==> src/hw/rtl/tas_pkg.sv <==
// ----------------------------------------------------------------------------
// tas_pkg
// Shared widths and constants for the triple-angle sine block.
// ----------------------------------------------------------------------------
package tas_pkg;

    localparam int MAX_STEPS   = 16;
    localparam int STEP_W      = $clog2(MAX_STEPS + 1);

    localparam int ANGLE_W     = 32;
    localparam int SINE_W      = 32;
    localparam int THR_W       = 25;
    localparam logic [THR_W-1:0] THR_RESET = 25'd167772;

    // Reduction magnitude, Q8.56, divided by three one chunk per cycle
    localparam int MAG_W       = 64;
    localparam int CHUNK_W     = 16;
    localparam int NUM_CHUNKS  = MAG_W / CHUNK_W;
    localparam int CHUNK_IDX_W = $clog2(NUM_CHUNKS);
    localparam int DIV_N_W     = CHUNK_W + 2;
    localparam int DIV_SHIFT   = 19;

    // Shared multiplier operands and product
    localparam int MUL_A_W     = 32;
    localparam int MUL_B_W     = 31;
    localparam int PROD_W      = MUL_A_W + MUL_B_W;

    // ceil(2^19 / 3): exact quotient for any numerator below 3 * 2^16
    localparam logic [MUL_B_W-1:0] DIV3_RECIP = 31'd174763;

    localparam logic [MUL_B_W-1:0] Q230_MAX = 31'h7FFF_FFFF;
    localparam logic [MUL_B_W-1:0] ONE_Q230 = 31'h4000_0000;

endpackage

==> src/hw/rtl/triple_angle_sine.sv <==
// ----------------------------------------------------------------------------
// triple_angle_sine
// Sine of a Q8.24 angle by division by three and the triple-angle identity.
// ----------------------------------------------------------------------------
// One transaction at a time: start is taken while busy is low, and the Q2.30
// sine comes out on o_sine with o_valid high for one cycle, after k divisions
// by three (0 to 16). A single 32x31 multiplier is shared by all steps: each
// division uses it once per 16-bit chunk of the 64-bit magnitude, followed by
// a threshold check, and each triple-angle step uses it twice, then combines.
// busy drops in the cycle the result is shown, so a new start may be taken at
// that edge. The result cannot be held off; capture it when o_valid is high.
// The threshold register is written through i_cfg_we / i_cfg_wdata; the user
// must write it only while busy is low, as the block does not enforce this.
// ----------------------------------------------------------------------------
module triple_angle_sine (
    input  logic                                 i_clk,
    input  logic                                 i_rst_n,
    input  logic                                 start,
    input  logic signed [tas_pkg::ANGLE_W-1:0]   i_angle,
    input  logic                                 i_cfg_we,
    input  logic        [tas_pkg::THR_W-1:0]     i_cfg_wdata,
    output logic                                 busy,
    output logic                                 o_valid,
    output logic signed [tas_pkg::SINE_W-1:0]    o_sine,
    output logic                                 o_steps_saturated
);
    import tas_pkg::*;

    typedef enum logic [2:0] {
        S_IDLE, S_CHECK, S_DIV, S_EST, S_SQ, S_CU, S_UPD, S_OUT
    } t_state;

    t_state                   r_state;
    logic [THR_W-1:0]         r_thr;
    logic                     r_in_neg;
    logic [MAG_W-1:0]         r_mag;
    logic [1:0]               r_rem;
    logic [CHUNK_IDX_W-1:0]   r_chunk;
    logic [STEP_W-1:0]        r_steps;
    logic                     r_sat;
    logic [MUL_B_W-1:0]       r_m;
    logic                     r_sneg;
    logic [PROD_W-1:0]        r_prod;
    logic                     r_valid;
    logic [SINE_W-1:0]        r_sine;
    logic                     r_sat_out;

    // Input magnitude, most negative angle clamped
    logic [ANGLE_W-1:0]       raw;
    logic [ANGLE_W-1:0]       raw_negd;
    logic [MUL_B_W-1:0]       amag;

    // Shared multiplier
    logic [MUL_A_W-1:0]       mul_a;
    logic [MUL_B_W-1:0]       mul_b;
    logic [PROD_W-1:0]        mul_p;

    // Division by three, one chunk
    logic [DIV_N_W-1:0]       div_n;
    logic [CHUNK_W-1:0]       div_q;
    logic [DIV_N_W-1:0]       div_q3;
    logic [DIV_N_W-1:0]       div_rem_full;
    logic [1:0]               div_r;
    logic                     cmp_ge;

    // Estimate and triple-angle step
    logic [MAG_W-26:0]        e_full;
    logic [MUL_B_W-1:0]       e_sat;
    logic [MUL_A_W-1:0]       m2_rnd;
    logic [32:0]              m3_rnd;
    logic [36:0]              m_x3;
    logic [36:0]              m3_x4;
    logic [36:0]              t_raw;
    logic [36:0]              t_abs;
    logic                     t_neg;
    logic [MUL_B_W-1:0]       t_sat;

    // Final sign and clamp to plus or minus one
    logic [MUL_B_W-1:0]       m_clamp;
    logic                     out_neg;
    logic [SINE_W-1:0]        sine_n;

    assign raw      = i_angle;
    assign raw_negd = ~raw + 32'd1;
    assign amag     = raw[ANGLE_W-1]
                      ? (raw_negd[ANGLE_W-1] ? Q230_MAX : raw_negd[MUL_B_W-1:0])
                      : raw[MUL_B_W-1:0];

    always_comb begin
        unique case (r_state)
            S_DIV: begin
                mul_a = MUL_A_W'(div_n);
                mul_b = DIV3_RECIP;
            end
            S_CU: begin
                mul_a = m2_rnd;
                mul_b = r_m;
            end
            default: begin
                mul_a = {1'b0, r_m};
                mul_b = r_m;
            end
        endcase
    end

    assign mul_p = {{MUL_B_W{1'b0}}, mul_a} * {{MUL_A_W{1'b0}}, mul_b};

    assign div_n        = {r_rem, r_mag[MAG_W-1 -: CHUNK_W]};
    assign div_q        = mul_p[DIV_SHIFT +: CHUNK_W];
    assign div_q3       = {1'b0, div_q, 1'b0} + {2'b00, div_q};
    assign div_rem_full = div_n - div_q3;
    assign div_r        = div_rem_full[1:0];

    // Threshold sits at bit 32 of the magnitude, so only the top word counts
    assign cmp_ge = r_mag[MAG_W-1:32] >= {{(32-THR_W){1'b0}}, r_thr};

    // Round half up from Q8.56 to Q2.30
    assign e_full = {1'b0, r_mag[MAG_W-1:26]} + {{(MAG_W-26){1'b0}}, r_mag[25]};
    assign e_sat  = (e_full > {{(MAG_W-25-MUL_B_W){1'b0}}, Q230_MAX})
                    ? Q230_MAX : e_full[MUL_B_W-1:0];

    assign m2_rnd = r_prod[61:30] + {31'b0, r_prod[29]};
    assign m3_rnd = r_prod[62:30] + {32'b0, r_prod[29]};

    // t = 3m - 4m^3 on magnitudes; sign tracked separately
    assign m_x3  = {6'b0, r_m} + {5'b0, r_m, 1'b0};
    assign m3_x4 = {2'b0, m3_rnd, 2'b00};
    assign t_raw = m_x3 - m3_x4;
    assign t_neg = t_raw[36];
    assign t_abs = t_neg ? (~t_raw + 37'd1) : t_raw;
    assign t_sat = (t_abs > {6'b0, Q230_MAX}) ? Q230_MAX : t_abs[MUL_B_W-1:0];

    assign m_clamp = (r_m > ONE_Q230) ? ONE_Q230 : r_m;
    assign out_neg = r_sneg ^ r_in_neg;
    assign sine_n  = out_neg ? (~{1'b0, m_clamp} + 32'd1) : {1'b0, m_clamp};

    always_ff @(posedge i_clk) begin
        if (!i_rst_n) begin
            r_state <= S_IDLE;
            r_thr   <= THR_RESET;
            r_valid <= 1'b0;
        end else begin
            r_valid <= 1'b0;
            if (i_cfg_we) begin
                r_thr <= i_cfg_wdata;
            end
            unique case (r_state)
                S_IDLE: begin
                    if (start) begin
                        r_in_neg <= raw[ANGLE_W-1];
                        r_mag    <= {1'b0, amag, 32'b0};
                        r_steps  <= '0;
                        r_state  <= S_CHECK;
                    end
                end
                S_CHECK: begin
                    if (cmp_ge && (r_steps < STEP_W'(MAX_STEPS))) begin
                        r_steps <= r_steps + 1'b1;
                        r_chunk <= '0;
                        r_rem   <= 2'b00;
                        r_state <= S_DIV;
                    end else begin
                        r_sat   <= cmp_ge;
                        r_state <= S_EST;
                    end
                end
                S_DIV: begin
                    // shift the quotient chunk in from the bottom
                    r_mag   <= {r_mag[MAG_W-CHUNK_W-1:0], div_q};
                    r_rem   <= div_r;
                    r_chunk <= r_chunk + 1'b1;
                    if (r_chunk == CHUNK_IDX_W'(NUM_CHUNKS - 1)) begin
                        r_state <= S_CHECK;
                    end
                end
                S_EST: begin
                    r_m    <= e_sat;
                    r_sneg <= 1'b0;
                    if (r_steps == '0) begin
                        r_state <= S_OUT;
                    end else begin
                        r_state <= S_SQ;
                    end
                end
                S_SQ: begin
                    r_prod  <= mul_p;
                    r_state <= S_CU;
                end
                S_CU: begin
                    r_prod  <= mul_p;
                    r_state <= S_UPD;
                end
                S_UPD: begin
                    r_m     <= t_sat;
                    r_sneg  <= r_sneg ^ t_neg;
                    r_steps <= r_steps - 1'b1;
                    if (r_steps == STEP_W'(1)) begin
                        r_state <= S_OUT;
                    end else begin
                        r_state <= S_SQ;
                    end
                end
                S_OUT: begin
                    r_valid   <= 1'b1;
                    r_sine    <= sine_n;
                    r_sat_out <= r_sat;
                    r_state   <= S_IDLE;
                end
                default: begin
                    r_state <= S_IDLE;
                end
            endcase
        end
    end

    assign busy              = (r_state != S_IDLE);
    assign o_valid           = r_valid;
    assign o_sine            = r_sine;
    assign o_steps_saturated = r_sat_out;

    a_valid_idle: assert property (@(posedge i_clk) disable iff (!i_rst_n)
        o_valid |-> !busy)
        else $error("result shown while a transaction is still running");

    a_start_busy: assert property (@(posedge i_clk) disable iff (!i_rst_n)
        (start && !busy) |=> busy)
        else $error("accepted transaction did not raise busy");

    a_sine_range: assert property (@(posedge i_clk) disable iff (!i_rst_n)
        o_valid |-> ((o_sine <= 32'sd1073741824) && (o_sine >= -32'sd1073741824)))
        else $error("sine outside plus or minus one");

    a_step_limit: assert property (@(posedge i_clk) disable iff (!i_rst_n)
        (r_state == S_DIV) |-> ((r_steps != '0) && (r_steps <= STEP_W'(MAX_STEPS))))
        else $error("division count out of range");

endmodule
==> config.mk <==
export PLATFORM = sky130hd
export DESIGN_NAME = triple_angle_sine
export DESIGN_NICKNAME = d
export VERILOG_FILES = /design/src/hw/rtl/tas_pkg.sv /design/src/hw/rtl/triple_angle_sine.sv
export SDC_FILE = /design/constraint.sdc
export NUM_CORES = 2
export LEC_CHECK = 0
export BUFFER_PORTS_ARGS = -buffer_cell sky130_fd_sc_hd__clkbuf_2
export CAP_MARGIN = 10
export CORE_MARGIN = 4
export CORE_UTILIZATION = 67
export DETAILED_ROUTE_END_ITERATION = 12
export MAX_ROUTING_LAYER = met4
export PLACE_DENSITY = 0.8
export SETUP_SLACK_MARGIN = 0.2
export SLEW_MARGIN = 10
export SYNTH_ARGS = -nofsm -noshare
export SYNTH_HDL_FRONTEND = slang
export SYNTH_SLANG_ARGS = --single-unit
export TNS_END_PERCENT = 1
==> constraint.sdc <==
create_clock -name i_clk -period 11.75 [get_ports i_clk]
set_input_delay 1.175 -clock i_clk [delete_from_list [all_inputs] [get_ports i_clk]]
set_output_delay 1.175 -clock i_clk [all_outputs]
set_load 0.1 [all_outputs]
==> flow_summary.yaml <==
layout:
  area_growth_pct: 6.00
  final_cell_mix: "932 x inv_1, 895 x fa_1, 678 x nand2_1, 673 x nor2_1, 324 x ha_1"
  nets: 6393
  design_area_um2: 47800
  final_common_cell: "inv_1"
  drive_gt1_share_pct: 6.76
  final-instance-count-excl-fill: 6009
placement:
  placed_area_um2: 47100
  io_buffers: 95
  placed_cells: 5951
  place_hpwl_um: 127000
  gp_congestion: 1.06
worst_setup_path:
  crit_required_ns: 12.06
  worst-path-max-fanout: 46
  arrival_ns: 11.32
  setup.worst_path.start_class: "flop"
  worstSetupEndpointType: "flop"
  startpoint: "r_state[2]"
  critPathSlowestCell: "or4b_2"
  path_class: "flop to flop"
  cpMostUsedCell: "fa_1"
  r2r-start: "r_state[2]"
  cpPeakStageDelay_ns: 0.82
detailed_routing:
  vias: 38200
  via_per_inst: 6.36
  post-route-drc-count: 0
  wl_per_cell_um: 26.1
  wirelength_um: 157000
  dr.pass1.iters: 6
  first_iter_violations: 4590
  drtAntennaViolNets: 0
yosys:
  synth_top_area_share_pct: 39.7
  ys_types: 85
  synth_area_leaders: "fa_1 40%, edfxtp_1 12%, ha_1 9.0%, inv_1 7.8%, nor2_1 5.7%"
  yosys_register_bits: 203
  synthFlopType: "edfxtp_1"
  syn_nets: 6349
  synth_edf_count: 174
  syn_inst: 5069
  syn_area_per_cell_um2: 8.90
  synth_top_area_cell: "fa_1"
  async_reset_ff_share_pct: 0
  ys_seq_area_share_pct: 12.9
  yosysWarnings: 0
  synthesis.area_um2: 45100
floorplanning:
  die_h_um: 268
  die-area_um2: 71600
  core_area_um2: 66200
  fp-row-count: 94
  ioPinCount: 96
  die_w_um: 268
  start_util_pct: 68.2
sta:
  setup_violations: 0
  hold_viol_final: 0
  max_slew.worst_pin.slew_ns: 1.25
  skew_ns: 0.0257
  rsz0062_at_grt: "false"
  timing_max_transition_violations_final: 0
  min_period_over_period_pct: 93.8
  clock.fmax_mhz: 90.8
  tns_ns: 0
  max_slew_margin_pct: 16.9
  min_period_ns: 11.02
clock_tree:
  cts_buffers: 23
  cts_tree: "built"
  root_buffer: "clkbuf_16"
  htreeDepth: 1
  cts_resized: 0
  post_cts_buffers: 0
  path_clk_slew_ns: 0.08
  cts_sinks: 203
  clk_latency_ns: 0.55
  cts_hold_buf: 0
  clk_path_buf_depth: 3
grt:
  gr-usage-all-layers_pct: 46.4
  grt-ovfl-total: 0
  grt_max_degree: 65
  first_global_vias: 39100
  grt_pass1_wl_um: 239000
  antenna_found_initial: 11
job:
  maxCapViolations: 0
worst_hold_path:
  worstHoldPathType: "flop to flop"
  hp-start: "r_sat"
outcome:
  status: "finished, final reports clean"
cell usage after synthesis, types with 10 or more instances:
library cell / n
a21o_1: 54
mux2i_1: 23
o211ai_1: 21
and2_1: 58
or4_1: 13
o31ai_1: 18
or2_2: 10
fa_1: 895
xor2_1: 116
xnor2_1: 100
nand3_1: 64
a211oi_1: 11
a31oi_1: 39
inv_1: 932
nand4_1: 25
o21a_1: 30
a21oi_1: 141
o21ai_0: 95
nand2b_1: 19
nor2b_1: 26
nor2_1: 683
buf_1: 17
edfxtp_1: 174
clkbuf_1: 211
dfxtp_1: 29
nor3_1: 38
nand2_1: 679
and3_1: 27
a32oi_1: 29
ha_1: 324
worst max-delay path, delay by kind of cell (launching register included):
family / cells / cell delay (ns)
AOI/OAI and AO/OA: 8 / 1.74
buffers and inverters: 6 / 0.82
xor gates and xnor gates: 1 / 0.13
and+or+nand+nor: 9 / 3.47
adders and majority gates: 9 / 3.88
DFF: 1 / 0.72
cell type report:
type / instances / area [um2]
timing repair buffer: 255 / 1680
clock buffer: 24 / 579
tap: 864 / 1080
inverter: 933 / 3500
multi-input combinational: 3697 / 35000
sequential: 203 / 5810
clock inverter: 18 / 151
fill: 5122 / 18400
antenna: 15 / 37.5
cell families after synthesis:
| kind of cell | after synthesis | synth area share (%) |
|---|---|---|
| mux | 23 | 0.510 |
| simple gates | 1694 | 16.0 |
| flops | 203 | 12.9 |
| xor+xnor | 216 | 4.19 |
| buf+inv | 1169 | 9.78 |
| fa+ha+maj | 1219 | 48.7 |
| compound gates | 545 | 8.01 |
stage by stage:
step	utilization [%]	hold slack, ns	worst slack [ns]
detailed placement	71.1	0.422	0.972
floorplan	-	0.400	2.39
global placement	71.1	0.419	1.17
CTS	72.2	0.437	0.988
global route	72.2	0.438	0.272
finish	72.3	0.432	0.732
worst paths after layout:
| path | end | slack [ns] | cells after the start |
|---|---|---|---|
| max | r_prod[56] | 0.73 | 33 |
| min | o_steps_saturated | 0.43 | 0 |
| max reg2reg | r_prod[56] | 0.73 | 33 |
| min reg2reg | o_steps_saturated | 0.43 | 0 |
sequential cells by signal (all words and copies together) (netlist names), 2 cells and up:
signal   flops
r_state      3
r_rem        2
r_steps      5
r_m         31
r_mag       64
r_thr       25
r_chunk      2
r_prod      34
o_sine      32
per-layer routing:
layer | global-route usage (%) | wire length, um | vias to the layer above
li1 | - | - | 15900
met1 | 59.7 | 55300 | 18700
met2 | 65.7 | 66100 | 2887
met3 | 14.7 | 23100 | 759
met4 | 25.5 | 12200 | 0
met5 | - | 0 | -
Power is left out: the tool's default activity adds up to more than one toggle a clock period on the data nets, which glitch-free logic cannot reach.
